`src/rtl/sida_pkg.sv`:
```
// shared widths, ascii codes and control types of the decimal printer
`default_nettype none

package sida_pkg;

  localparam int VALUE_W     = 32;
  localparam int TAG_W       = 8;
  localparam int CHAR_W      = 8;
  localparam int NUM_DIGITS  = 10;
  localparam int DIGIT_W     = 4;
  localparam int BCD_W       = NUM_DIGITS * DIGIT_W;
  localparam int DIGIT_IDX_W = $clog2(NUM_DIGITS);
  localparam int BIT_CNT_W   = $clog2(VALUE_W);

  localparam logic [CHAR_W-1:0] CHAR_ZERO  = 8'd48;
  localparam logic [CHAR_W-1:0] CHAR_NINE  = 8'd57;
  localparam logic [CHAR_W-1:0] CHAR_MINUS = 8'd45;

  // controller to datapath commands
  typedef struct packed {
    logic                   load;
    logic                   shift;
    logic                   put_minus;
    logic                   put_digit;
    logic                   last;
    logic [DIGIT_IDX_W-1:0] digit_sel;
  } cmd_t;

  // datapath to controller status
  typedef struct packed {
    logic                   neg;
    logic [DIGIT_IDX_W-1:0] top_digit;
  } stat_t;

endpackage

`default_nettype wire

```
`src/rtl/sida_datapath.sv`:
```
// magnitude, bit-serial binary to bcd shifter and output character register
`default_nettype none

module sida_datapath (
  input  wire                          clk,
  input  sida_pkg::cmd_t               cmd,
  input  wire [sida_pkg::VALUE_W-1:0]  value,
  input  wire [sida_pkg::TAG_W-1:0]    stream_tag,
  output sida_pkg::stat_t              stat,
  output logic [sida_pkg::CHAR_W-1:0]  character,
  output logic [sida_pkg::TAG_W-1:0]   tag_out,
  output logic                         last_char
);
  import sida_pkg::*;

  logic [VALUE_W-1:0]                   bin;
  logic [NUM_DIGITS-1:0][DIGIT_W-1:0]   bcd;
  logic [TAG_W-1:0]                     tag;
  logic                                 neg;

  logic [NUM_DIGITS-1:0][DIGIT_W-1:0]   adj;
  logic [BCD_W+VALUE_W-1:0]             shifted;
  logic [DIGIT_IDX_W-1:0]               top;

  // add three to every digit of five or more before each shift
  always_comb begin
    for (int i = 0; i < NUM_DIGITS; i++) begin
      adj[i] = (bcd[i] >= DIGIT_W'(5)) ? bcd[i] + DIGIT_W'(3) : bcd[i];
    end
    shifted = {adj, bin} << 1;
  end

  // highest nonzero digit, zero when the whole number is zero
  always_comb begin
    top = '0;
    for (int i = 0; i < NUM_DIGITS; i++) begin
      if (bcd[i] != '0) top = DIGIT_IDX_W'(i);
    end
  end

  assign stat.neg       = neg;
  assign stat.top_digit = top;

  // conversion registers
  always_ff @(posedge clk) begin
    if (cmd.load) begin
      neg <= value[VALUE_W-1];
      bin <= value[VALUE_W-1] ? (VALUE_W'(0) - value) : value;
      bcd <= '0;
      tag <= stream_tag;
    end else if (cmd.shift) begin
      bcd <= shifted[BCD_W+VALUE_W-1:VALUE_W];
      bin <= shifted[VALUE_W-1:0];
    end
  end

  // output character register
  always_ff @(posedge clk) begin
    if (cmd.put_minus) begin
      character <= CHAR_MINUS;
      tag_out   <= tag;
      last_char <= 1'b0;
    end else if (cmd.put_digit) begin
      character <= CHAR_ZERO + {{(CHAR_W-DIGIT_W){1'b0}}, bcd[cmd.digit_sel]};
      tag_out   <= tag;
      last_char <= cmd.last;
    end
  end

endmodule

`default_nettype wire

```
`src/rtl/sida_ctrl.sv`:
```
// sequencing state machine: load, shift, sign, then digits msd first
`default_nettype none

module sida_ctrl (
  input  wire              clk,
  input  wire              rst,
  input  wire              in_valid,
  output logic             in_stall,
  output logic             out_valid,
  input  wire              out_stall,
  input  sida_pkg::stat_t  stat,
  output sida_pkg::cmd_t   cmd
);
  import sida_pkg::*;

  typedef enum logic [1:0] {
    IDLE,
    CONV,
    PREP,
    EMIT
  } state_t;

  state_t                 state;
  logic [BIT_CNT_W-1:0]   cnt;
  logic [DIGIT_IDX_W-1:0] pos;
  logic                   sign_pend;
  logic                   slot_free;

  assign slot_free = !out_valid || !out_stall;
  assign in_stall  = (state != IDLE);

  // commands for this cycle
  always_comb begin
    cmd           = '0;
    cmd.digit_sel = pos;
    cmd.last      = (pos == '0);
    case (state)
      IDLE: cmd.load = in_valid;
      CONV: cmd.shift = 1'b1;
      EMIT: begin
        if (slot_free) begin
          if (sign_pend) cmd.put_minus = 1'b1;
          else           cmd.put_digit = 1'b1;
        end
      end
      default: cmd = '0;
    endcase
  end

  // state, counters and output valid
  always_ff @(posedge clk) begin
    if (rst) begin
      state     <= IDLE;
      cnt       <= '0;
      pos       <= '0;
      sign_pend <= 1'b0;
      out_valid <= 1'b0;
    end else begin
      if (cmd.put_minus || cmd.put_digit) out_valid <= 1'b1;
      else if (!out_stall)                out_valid <= 1'b0;

      case (state)
        IDLE: begin
          if (in_valid) begin
            state <= CONV;
            cnt   <= '0;
          end
        end
        CONV: begin
          cnt <= cnt + BIT_CNT_W'(1);
          if (cnt == BIT_CNT_W'(VALUE_W - 1)) state <= PREP;
        end
        PREP: begin
          pos       <= stat.top_digit;
          sign_pend <= stat.neg;
          state     <= EMIT;
        end
        EMIT: begin
          if (slot_free) begin
            if (sign_pend)        sign_pend <= 1'b0;
            else if (pos == '0)   state <= IDLE;
            else                  pos <= pos - DIGIT_IDX_W'(1);
          end
        end
        default: state <= IDLE;
      endcase
    end
  end

endmodule

`default_nettype wire

```
`src/rtl/signed_int_to_decimal_ascii.sv`:
```
// top level: signed 32-bit integer to decimal ascii, one character per transaction
//
//  channel | handshake            | payload
//  --------+----------------------+------------------------------------
//  input   | in_valid / in_stall  | value[31:0] signed, stream_tag[7:0]
//  output  | out_valid / out_stall| character[7:0], tag_out[7:0], last_char
//
// a number holds the input through conversion and emission of its n = 1..11
// characters: the bit-serial binary to bcd shifter, a prep state to find the leading
// digit, then one character per cycle into the output register with no output stall.
// output stalls hold the character register and pause emission; the last
// character may still wait while the next number is taken and converted.
// rst is synchronous and clears the controller; no clearing pass is needed.
`default_nettype none

module signed_int_to_decimal_ascii (
  input  wire                          clk,
  input  wire                          rst,
  input  wire                          in_valid,
  output logic                         in_stall,
  input  wire [sida_pkg::VALUE_W-1:0]  value,
  input  wire [sida_pkg::TAG_W-1:0]    stream_tag,
  output logic                         out_valid,
  input  wire                          out_stall,
  output logic [sida_pkg::CHAR_W-1:0]  character,
  output logic [sida_pkg::TAG_W-1:0]   tag_out,
  output logic                         last_char
);
  import sida_pkg::*;

  cmd_t  cmd;
  stat_t stat;

  // sequencing
  sida_ctrl u_ctrl (
    .clk       (clk),
    .rst       (rst),
    .in_valid  (in_valid),
    .in_stall  (in_stall),
    .out_valid (out_valid),
    .out_stall (out_stall),
    .stat      (stat),
    .cmd       (cmd)
  );

  // conversion and output registers
  sida_datapath u_datapath (
    .clk        (clk),
    .cmd        (cmd),
    .value      (value),
    .stream_tag (stream_tag),
    .stat       (stat),
    .character  (character),
    .tag_out    (tag_out),
    .last_char  (last_char)
  );

endmodule

`default_nettype wire

```
`config.mk`:
```
export PLATFORM = sky130hd
export DESIGN_NAME = signed_int_to_decimal_ascii
export DESIGN_NICKNAME = d
export VERILOG_FILES = /design/src/rtl/sida_pkg.sv /design/src/rtl/sida_datapath.sv /design/src/rtl/sida_ctrl.sv /design/src/rtl/signed_int_to_decimal_ascii.sv
export SDC_FILE = /design/constraint.sdc
export NUM_CORES = 1
export LEC_CHECK = 0
export BUFFER_PORTS_ARGS = -buffer_cell sky130_fd_sc_hd__clkbuf_2
export CAP_MARGIN = 20
export CORE_ASPECT_RATIO = 0.75
export CORE_MARGIN = 3
export CORE_UTILIZATION = 35
export CTS_BUF_LIST = sky130_fd_sc_hd__clkbuf_4 sky130_fd_sc_hd__clkbuf_8
export DETAILED_ROUTE_END_ITERATION = 16
export PLACE_DENSITY = 0.58
export SETUP_SLACK_MARGIN = 0.5
export SLEW_MARGIN = 25
export SYNTH_ARGS = -nofsm -noshare
export SYNTH_HDL_FRONTEND = slang
export SYNTH_SLANG_ARGS = --single-unit
```
`constraint.sdc`:
```
create_clock -name clk -period 2.4 [get_ports clk]
set_input_delay 0.48 -clock clk [delete_from_list [all_inputs] [get_ports clk]]
set_output_delay 0.48 -clock clk [all_outputs]
set_load 0.005 [all_outputs]
```
Word-level counts from Yosys, hierarchy flattened
Cells that the tools add are included.
{"block": "word_totals", "in_bits": 44, "wordCells": 131, "output_inout_bits": 19, "ff_bits": 111}
{"block": "classes", "n_mux": 49, "reduce_logical": 25, "n_eq_ne": 11, "order_cmp": 11, "addsub": 14}
{"operator": "two-way mux 32 bit", "count": 3}
{"operator": "two-way mux 4 bit", "count": 15}
{"operator": ">= comparator 4 x 3 -> 1 bit (second input constant)", "count": 10}
{"operator": "adder 4 x 2 -> 4 bit (second input constant)", "count": 9}
{"operator": "nonzero test 4 bit", "count": 9}
{"operator": "subtractor 1 x 32 -> 32 bit (first input constant)", "count": 1}
{"operator": "two-way mux 2 bit", "count": 9}
{"operator": "binary-select mux 4 bit (select 4 bit)", "count": 1}
{"operator": "two-way mux 8 bit", "count": 2}
{"operator": "two-way mux 3 bit", "count": 5}
{"operator": "two-way mux 5 bit", "count": 2}
{"operator": "case mux 5 bit (2 select lines)", "count": 1}
{"operator": "nonzero test 2 bit", "count": 5}
{"operator": "two-way mux 1 bit", "count": 8}
{"operator": "inequality test 2 x 1 -> 1 bit (second input constant)", "count": 4}
{"operator": "case mux 2 bit (4 select lines)", "count": 1}
{"operator": "case mux 4 bit (2 select lines)", "count": 1}
{"operator": "adder 6 x 4 -> 7 bit (first input constant)", "count": 1}
{"operator": "inequality test 2 bit (second input constant)", "count": 3}
{"operator": "adder 5 x 1 -> 5 bit (second input constant)", "count": 1}
{"operator": "== test 5 bit (second input constant)", "count": 1}
{"operator": "< comparator 4 x 5 -> 1 bit (second input constant)", "count": 1}
{"operator": "AND reduction 5 bit", "count": 1}
{"operator": "== test 2 bit (second input constant)", "count": 2}
{"operator": "11 further kinds", "count": 14}

Logic depth before layout (Yosys ltp)
Gate-level depths: netlist of the first run.
{"block": "logic_depth", "ltp_word": 11, "mapped_depth": 9, "depth_no_buf": 7}

By module
Synthesis of the first run repeated with hierarchy kept, for this count alone.
{"block": "hier_totals", "cells_unflattened": 664, "area_unflattened_um2": 6309.8}
{"module": "sida_datapath", "instances": 1, "seq_area_each_um2": 2392.3, "cells_each": 564, "area_per_inst_um2": 5504.0}
{"module": "sida_ctrl", "instances": 1, "seq_area_each_um2": 260.2, "cells_each": 100, "area_per_inst_um2": 805.8}

Worst setup path after synthesis of the first run
Ideal clock, no wire load.
{"block": "synth_path", "path_type": "register to register", "start": "register u_ctrl.state[1]", "end": "register u_datapath.bin[0] (enable)", "t_required_ns": 2.006, "setup_slack_ns": -0.090, "path_buffers": 2, "stages_incl_launch_ff": 6, "t_arrival_ns": 2.096, "setup_time_ns": 0.394, "period_less_slack_ns": 2.490, "path_cell_list": "dfxtp_1 > inv_1 > ha_1 > clkbuf_1 > buf_1 > nand2b_1"}
{"block": "synth_via", "elab_chain_cells": 3, "word_cells_on_any_way": 5, "cone_classes": "eq/ne (1); mux (2); reduce/logical (2)"}
{"element": "start, declared", "line_no": "sida_ctrl.sv:23", "source": "state_t state;"}
{"element": "start signal, assigned", "line_no": "sida_ctrl.sv:53", "source": "state <= IDLE;"}
{"element": "start signal, assigned", "line_no": "sida_ctrl.sv:65", "source": "state <= CONV;"}
{"element": "start signal, assigned", "line_no": "sida_ctrl.sv:71", "source": "if (cnt == BIT_CNT_W'(VALUE_W - 1)) state <= PREP;"}
{"element": "== test 2 x 1 -> 1 bit / logical NOT 2 bit (equally long branches)", "line_no": "sida_ctrl.sv:37", "source": "case (state)"}
{"element": "two-way mux 1 bit", "line_no": "sida_ctrl.sv:37"}
{"element": "nonzero test 2 bit (no source line) *"}
{"element": "end signal, assigned", "line_no": "sida_datapath.sv:48", "source": "bin <= value[VALUE_W-1] ? (VALUE_W'(0) - value) : value;"}
{"element": "end signal, assigned", "line_no": "sida_datapath.sv:53", "source": "bin <= shifted[VALUE_W-1:0];"}
{"element": "end, declared", "line_no": "sida_datapath.sv:16", "source": "logic [VALUE_W-1:0] bin;"}
Mark *: on every way between the ends. The rest lies on a longest branch, timed or not.
A chain may end at the register's enable or synchronous reset.

Worst setup path after layout of the first run
{"block": "layout_path", "start": "input value[22] (netlist name)", "end": "register u_datapath.bin[28], data pin"}
{"block": "layout_via", "elab_chain_cells": 3}
{"element": "start, declared", "line_no": "signed_int_to_decimal_ascii.sv:21", "source": "input wire [sida_pkg::VALUE_W-1:0] value,"}
{"element": "subtractor 1 x 32 -> 32 bit", "line_no": "sida_datapath.sv:48"}
{"element": "two-way mux 32 bit", "line_no": "sida_datapath.sv:48"}
{"element": "two-way mux 32 bit", "line_no": "sida_datapath.sv:46", "source": "if (cmd.load) begin"}
No other way between the ends.

==> reports/results.tsv, run 1 <==
stage	metric	value	unit
outcome	status	complete, no violations	
finish	area_growth	21.0	%
timing	final_max_slew_viol_count	0	
logic_synthesis	yosysSeqAreaShare	0.429	
timing	holdWs	254	ps
clock_tree	cts.clk_slew.worst_paths	110	ps
worst_setup_path	slowest_delay	540	ps
worst_setup_path	crit_required	2550	ps
clock_tree	clock-sinks	108	
hold_path	hold_path_class	input pin to register	
global_route	grt_max_degree	42	
logic_synthesis	ys_async_sr_fraction	0	
global_route	grt_overflow_total	0	
timing	tightest_slew	829	ps
power_and_ir_drop	ir_worst_vdd	398	uV
finish	drive_gt1_frac	0.239	
place	pre_cts_ws	-306	ps
timing	max_slew_margin	0.447	
floorplanning	rows	41	
logic_synthesis	synthTopCellsByCount	nand2_1, o21ai_0, dfxtp_1	
drt	first_pass_iters	5	
floorplanning	start_util	0.362	
drt	drtAntennaViolNets	0	
power_and_ir_drop	cellLeakagePower	2.86	nW
timing	rsz0062_at_grt	true	
power_and_ir_drop	pwr_density_cell	828	nW/um^2
timing	fin_crit_sh	0.888	
logic_synthesis	synth_cells	675	
clock_tree	htreeDepth	3	
drt	routed_via_density	5.15	
clock_tree	hold_buffers	0	
worst_setup_path	crit_arrival	2290	ps
logic_synthesis	synthDistinctLibCells	49	
worst_setup_path	worstPathCellList	buf_6, or4_4, or4b_4, buf_12, o41ai_4, xor2_1, o21ai_1	
logic_synthesis	netlist_area	6180	um^2
timing	finalSetupViolations	0	
clock_tree	numCtsBuffers	9	
logic_synthesis	synth_largest_area_cell	edfxtp_1	
global_route	antenna_found_initial	0	
timing	hold_viol	0	
drt	wl_per_cell	14.7	um
logic_synthesis	yosys-top-cells-area	edfxtp_1, dfxtp_1, ha_1	
worst_setup_path	critPathSlowestCell	or4b_4	
clock_tree	clockRootBuffer	clkbuf_8	
worst_setup_path	path_class	input pin to register	
clock_tree	clkLatencyLatePin	400	ps
logic_synthesis	synth.avg_cell_area	9.15	um^2
floorplanning	die_area	19300	um^2
finish	fin_nets	823	
global_route	grt_use_total	0.152	
floorplanning	ios	63	
logic_synthesis	synth-main-ff-cell	dfxtp_1	
timing	fin_setup_tns	0	ps
finish	antennaDiodeCount	0	
logic_synthesis	synth-edff-count	49	
global_route	grt_pass1_wl	23900	um
finish	fillCellCount	1634	
logic_synthesis	ys_ff_latch	108	
drt	drt_wl_total	14600	um
floorplanning	fp.coreArea	17100	um^2
worst_setup_path	crit_path_end_kind	register	
floorplanning	die_y	121	um
drt	vias	5110	
logic_synthesis	yosysMostFrequentCell	nand2_1	
place	dp.final_hpwl	10500	um
run	maxCapViolCount	0	
logic_synthesis	synth.yosys.warnings	0	
logic_synthesis	synth_top_area_share	0.238	
place	gp_congestion	0.873	
drt	drc_errors	0	
drt	drt_iter0_drc	371	
clock_tree	cts_tree	yes	
worst_setup_path	critical_path.max_fanout	8	
worst_setup_path	start_kind	input pin	
place	io_buffers	59	
timing	max_clock_freq	0.469	GHz
timing	period_minus_slack	2130	ps
floorplanning	die_w	159	um
timing	setup_ws	269	ps
clock_tree	cts_buffer_depth	2	
timing	skew	21.2	ps
global_route	grt_pass1_vias	4822	
routing by layer:
layer	share of wire	track usage	vias up
li1	-	-	2559
met1	0.49	0.213	2423
met2	0.45	0.230	116
met3	0.050	0.0416	12
met4	0.0094	0.0454	0
met5	0	0	-
cell type report:
type | instances | area (um^2) | area share
clock buffers | 10 | 131 | 0.0176
clock inverters | 6 | 72.6 | 0.00971
inverters | 32 | 123 | 0.0164
multi-input cells | 503 | 3580 | 0.478
flip-flops and latches | 108 | 2670 | 0.357
well taps | 236 | 295 | 0.0395
repair buffers | 97 | 611 | 0.0817
through the flow:
stage / cell area (um^2) / utilization / total power (W) / instances
2_1_floorplan: 6260 / - / 0.00427 / 676
3_3_place_gp: 6920 / 0.405 / 0.00484 / 967
3_5_place_dp: 6920 / 0.405 / 0.00493 / 967
4_1_cts: 7320 / 0.429 / 0.00618 / 989
5_1_grt: 7480 / 0.438 / 0.00666 / 992
6_report: 7480 / 0.438 / 0.00619 / 992
sequential cells by signal (all words and copies together), names as in the netlist:
| register | cells |
|---|---|
| u_datapath.character | 5 |
| u_ctrl.sign_pend | 1 |
| u_ctrl.state | 2 |
| u_ctrl.cnt | 5 |
| u_datapath.bin | 32 |
| u_datapath.tag_out | 8 |
| u_datapath.bcd | 40 |
| u_datapath.tag | 8 |
| u_datapath.last_char | 1 |
| u_datapath.neg | 1 |
| u_ctrl.out_valid | 1 |
| u_ctrl.pos | 4 |
cells in the final DEF, fill, tap and decap left out, drive strengths merged, types with 3 or more instances in the layout:
cell type	Yosys	final
o21ai	66	66
or4	6	6
a21o	13	13
buf	9	39
nor2	36	36
o31ai	12	12
o211ai	9	9
or3b	4	4
nor4	6	6
clkbuf	24	68
nor3b	5	5
conb	2	3
dfxtp	59	59
a2bb2oi	3	3
mux2	10	10
nand3b	3	3
edfxtp	49	49
a21oi	49	49
nand2b	33	33
xnor2	20	20
inv	31	33
nor2b	5	5
o221ai	4	4
or3	3	3
o41ai	6	6
mux2i	22	22
o22ai	5	5
nor3	7	7
nand3	25	25
nand2	71	71
xor2	28	28
or4b	3	3
ha	28	28
cells by family after synthesis:
| group | after synthesis | synth area share |
|---|---|---|
| and+or+nand+nor | 213 | 0.174 |
| other | 2 | 0.00122 |
| DFF | 108 | 0.429 |
| xor gates and xnor gates | 48 | 0.0680 |
| adders and majority gates | 28 | 0.0567 |
| buffers and inverters | 65 | 0.0415 |
| muxes | 32 | 0.0539 |
| AOI/OAI and AO/OA | 179 | 0.176 |
final timing paths:
kind                          start                     to  slack, ps  cells past startpoint
setup reg to reg    u_ctrl.state[1]          u_ctrl.pos[2]        410                      6
setup / recovery          value[22]     u_datapath.bin[28]        270                      7
hold / removal        stream_tag[4]      u_datapath.tag[4]        250                      1
hold reg to reg   u_datapath.tag[1]  u_datapath.tag_out[1]        430                      0
critical path: cells and delay by family:
kind / cells / cell delay, ps
simple gates: 2 / 1070
compound gates: 2 / 280
buf+inv: 2 / 260
xor+xnor: 1 / 180
where the power goes:
part | leakage (nW) | switching (W) | total [W] | internal (W)
registers | 0.958 | 0.000208 | 0.00281 | 0.00260
clock network | 0.0997 | 0.000664 | 0.00117 | 0.000507
logic | 1.81 | 0.00139 | 0.00221 | 0.000817
timing repair:
action / CTS / global route
gates resized for setup: 33 / 32
setup endpoints to repair: 15 / 26
setup buffers: 6 / 3
pin swaps: 14 / 10
No activity file was read; power rests on OpenSTA's default activity.
==> run 2, diff against run 1 <==
PLACE_DENSITY = default   (was 0.58)
==> reports/results.tsv, run 2 (same netlist as run 1, synthesis figures left out) <==
stage	metric	value	unit	change
timing	rsz0062_at_grt	true		
drt	drc_errors	0		unchanged
finish	drive_gt1_frac	0.251		+0.0119
place	place_inst	971		+0.41%
finish	fillCellCount	1639		+0.31%
power_and_ir_drop	ir_worst_vdd	477	uV	+20%
timing	tightest_slew	815	ps	-14.4 ps
finish	regMostFlops	u_datapath.bcd		
worst_setup_path	critical_path.max_fanout	8		unchanged
floorplanning	ios	63		unchanged
finish	largest_reg_flops	40		unchanged
hold_path	holdPathStages	1		unchanged
drt	vias	5023		-1.7%
place	gp_congestion	0.811		-7.2%
drt	first_pass_iters	5		unchanged
clock_tree	cts.clk_slew.worst_paths	110	ps	about the same
place	dp.final_hpwl	9860	um	-6.0%
global_route	met1_usage	0.215		+0.00231
timing	max_slew_margin	0.457		+0.00957
floorplanning	die_y	121	um	unchanged
global_route	met2_usage	0.210		-0.0198
finish	final_common_cell	nand2_1		
floorplanning	die_w	159	um	unchanged
finish	antennaDiodeCount	0		unchanged
clock_tree	cts_buffer_depth	2		unchanged
power_and_ir_drop	pwr_density_cell	821	nW/um^2	-0.85%
global_route	grt_overflow_total	0		unchanged
clock_tree	cts_tree	yes		
outcome	status	complete, no violations		
clock_tree	clkLatencyLatePin	390	ps	about the same
timing	hold_viol	0		unchanged
hold_path	hold_path_class	input pin to register		
finish	multi_input_comb_area	3570	um^2	about the same
global_route	gr-usage-met3	0.0246		-0.0171
timing	period_minus_slack	2210	ps	+77.4 ps
finish	seqCellArea	2670	um^2	+0.19%
worst_setup_path	crit_required	2550	ps	about the same
worst_setup_path	r2r_end	u_ctrl.pos[2]		
timing	max_clock_freq	0.453	GHz	-3.5%
worst_setup_path	crit_path_end_kind	register		
timing	finalSetupViolations	0		unchanged
hold_path	min_to	u_datapath.tag[1]		
clock_tree	numCtsBuffers	9		unchanged
clock_tree	htreeDepth	3		unchanged
finish	layout.cells.non_filler	1000		+0.81%
global_route	grt_use_total	0.143		-0.00910
global_route	grt_pass1_wl	22900	um	-4.2%
finish	area_growth	22.0	%	
power_and_ir_drop	cellLeakagePower	2.92	nW	+1.9%
drt	drt_iter0_drc	381		+2.7%
timing	skew	14.1	ps	-7.07 ps
floorplanning	rows	41		unchanged
finish	fin_nets	831		+0.97%
drt	drt_wl_total	14100	um	-3.3%
worst_setup_path	crit_arrival	2360	ps	+70 ps
global_route	grt_pass1_vias	4606		-4.5%
place	io_buffers	59		unchanged
floorplanning	fp.coreArea	17100	um^2	unchanged
worst_setup_path	r2r_start	u_ctrl.state[0]		
timing	final_max_slew_viol_count	0		unchanged
worst_setup_path	rrSetupSlack	470	ps	+60 ps
run	maxCapViolCount	0		unchanged
drt	wl_per_cell	14.1	um	-4.1%
global_route	busiest_layer	met1		
worst_setup_path	start_kind	input pin		
clock_tree	clockRootBuffer	clkbuf_8		
clock_tree	clock-sinks	108		unchanged
timing	fin_crit_sh	0.920		+0.0323
floorplanning	start_util	0.362		unchanged
global_route	antenna_found_initial	0		unchanged
worst_setup_path	path_class	input pin to register		
worst_setup_path	reg2regPathDepth	6		unchanged
floorplanning	die_area	19300	um^2	unchanged
global_route	grt_max_degree	42		unchanged
finish	final_cell_mix	nand2_1, clkbuf_2, o21ai_0		
timing	holdWs	262	ps	+7.64 ps
finish	top_regs	u_datapath.bcd: 40 flops, u_datapath.bin: 32 flops		
hold_path	hp-start	stream_tag[1]		
drt	routed_via_density	5.02		-2.5%
drt	drtAntennaViolNets	0		unchanged
run 2: repair_timing:
| item | CTS | global route |
|---|---|---|
| buffers inserted | 8 | 5 |
| pin swaps | 10 | 22 |
| hold buffers | 0 | 0 |
| gates resized for setup | 26 | 37 |
| hold endpoints to repair | 0 | 0 |
| endpoints found under the setup margin | 17 | 71 |
run 2: cell type report:
type	instances	area share
inverters	32	0.0159
flip-flops and latches	108	0.355
well taps	236	0.0392
clock inverters	7	0.00996
repair buffers	105	0.0895
multi-input cells	503	0.474
clock buffers	9	0.0164
run 2: per-layer routing:
layer  vias up  wire length [um]  part of all wire
met4         0               129            0.0092
met3        11               388             0.028
met2        67              6080              0.43
met1      2366              7500              0.53
li1       2579                 -                 -
met5         -                 0                 0
run 2: where the power goes:
group / total, W / switching, W / internal (W)
sequential: 0.00281 / 0.000203 / 0.00260
clock: 0.00113 / 0.000716 / 0.000414
combinational: 0.00225 / 0.00139 / 0.000860
total: 0.00619 / 0.00231 / 0.00388
run 2: stage by stage:
stage           util  power (W)  setup TNS, ps  setup slack (ps)  area [um^2]
3_5_place_dp   0.408    0.00494          -1810              -296         6960
3_3_place_gp   0.408    0.00492          -1300              -231         6960
6_report       0.441    0.00619              0               191         7540
2_1_floorplan      -    0.00427          -63.3             -31.4         6260
4_1_cts        0.429    0.00614              0               205         7330
5_1_grt        0.441    0.00666              0               176         7540
run 2: worst max-delay path: stages:
cell,delay (ps)
buf_6,90
or4_4,530
or4b_4,540
buf_8,160
o41ai_4,280
xor2_1,190
o21ai_1,70
run 2: worst max-delay path by stage:
stage	startpoint	to	slack (ps)
2_1_floorplan	value[22]	u_datapath.bin[25]	-30
3_3_place_gp	value[12]	u_datapath.bin[28]	-230
3_5_place_dp	value[22]	u_datapath.bin[25]	-300
4_1_cts	value[12]	u_datapath.bin[28]	200
5_1_grt	value[19]	u_datapath.bin[25]	180
6_report	value[19]	u_datapath.bin[28]	190
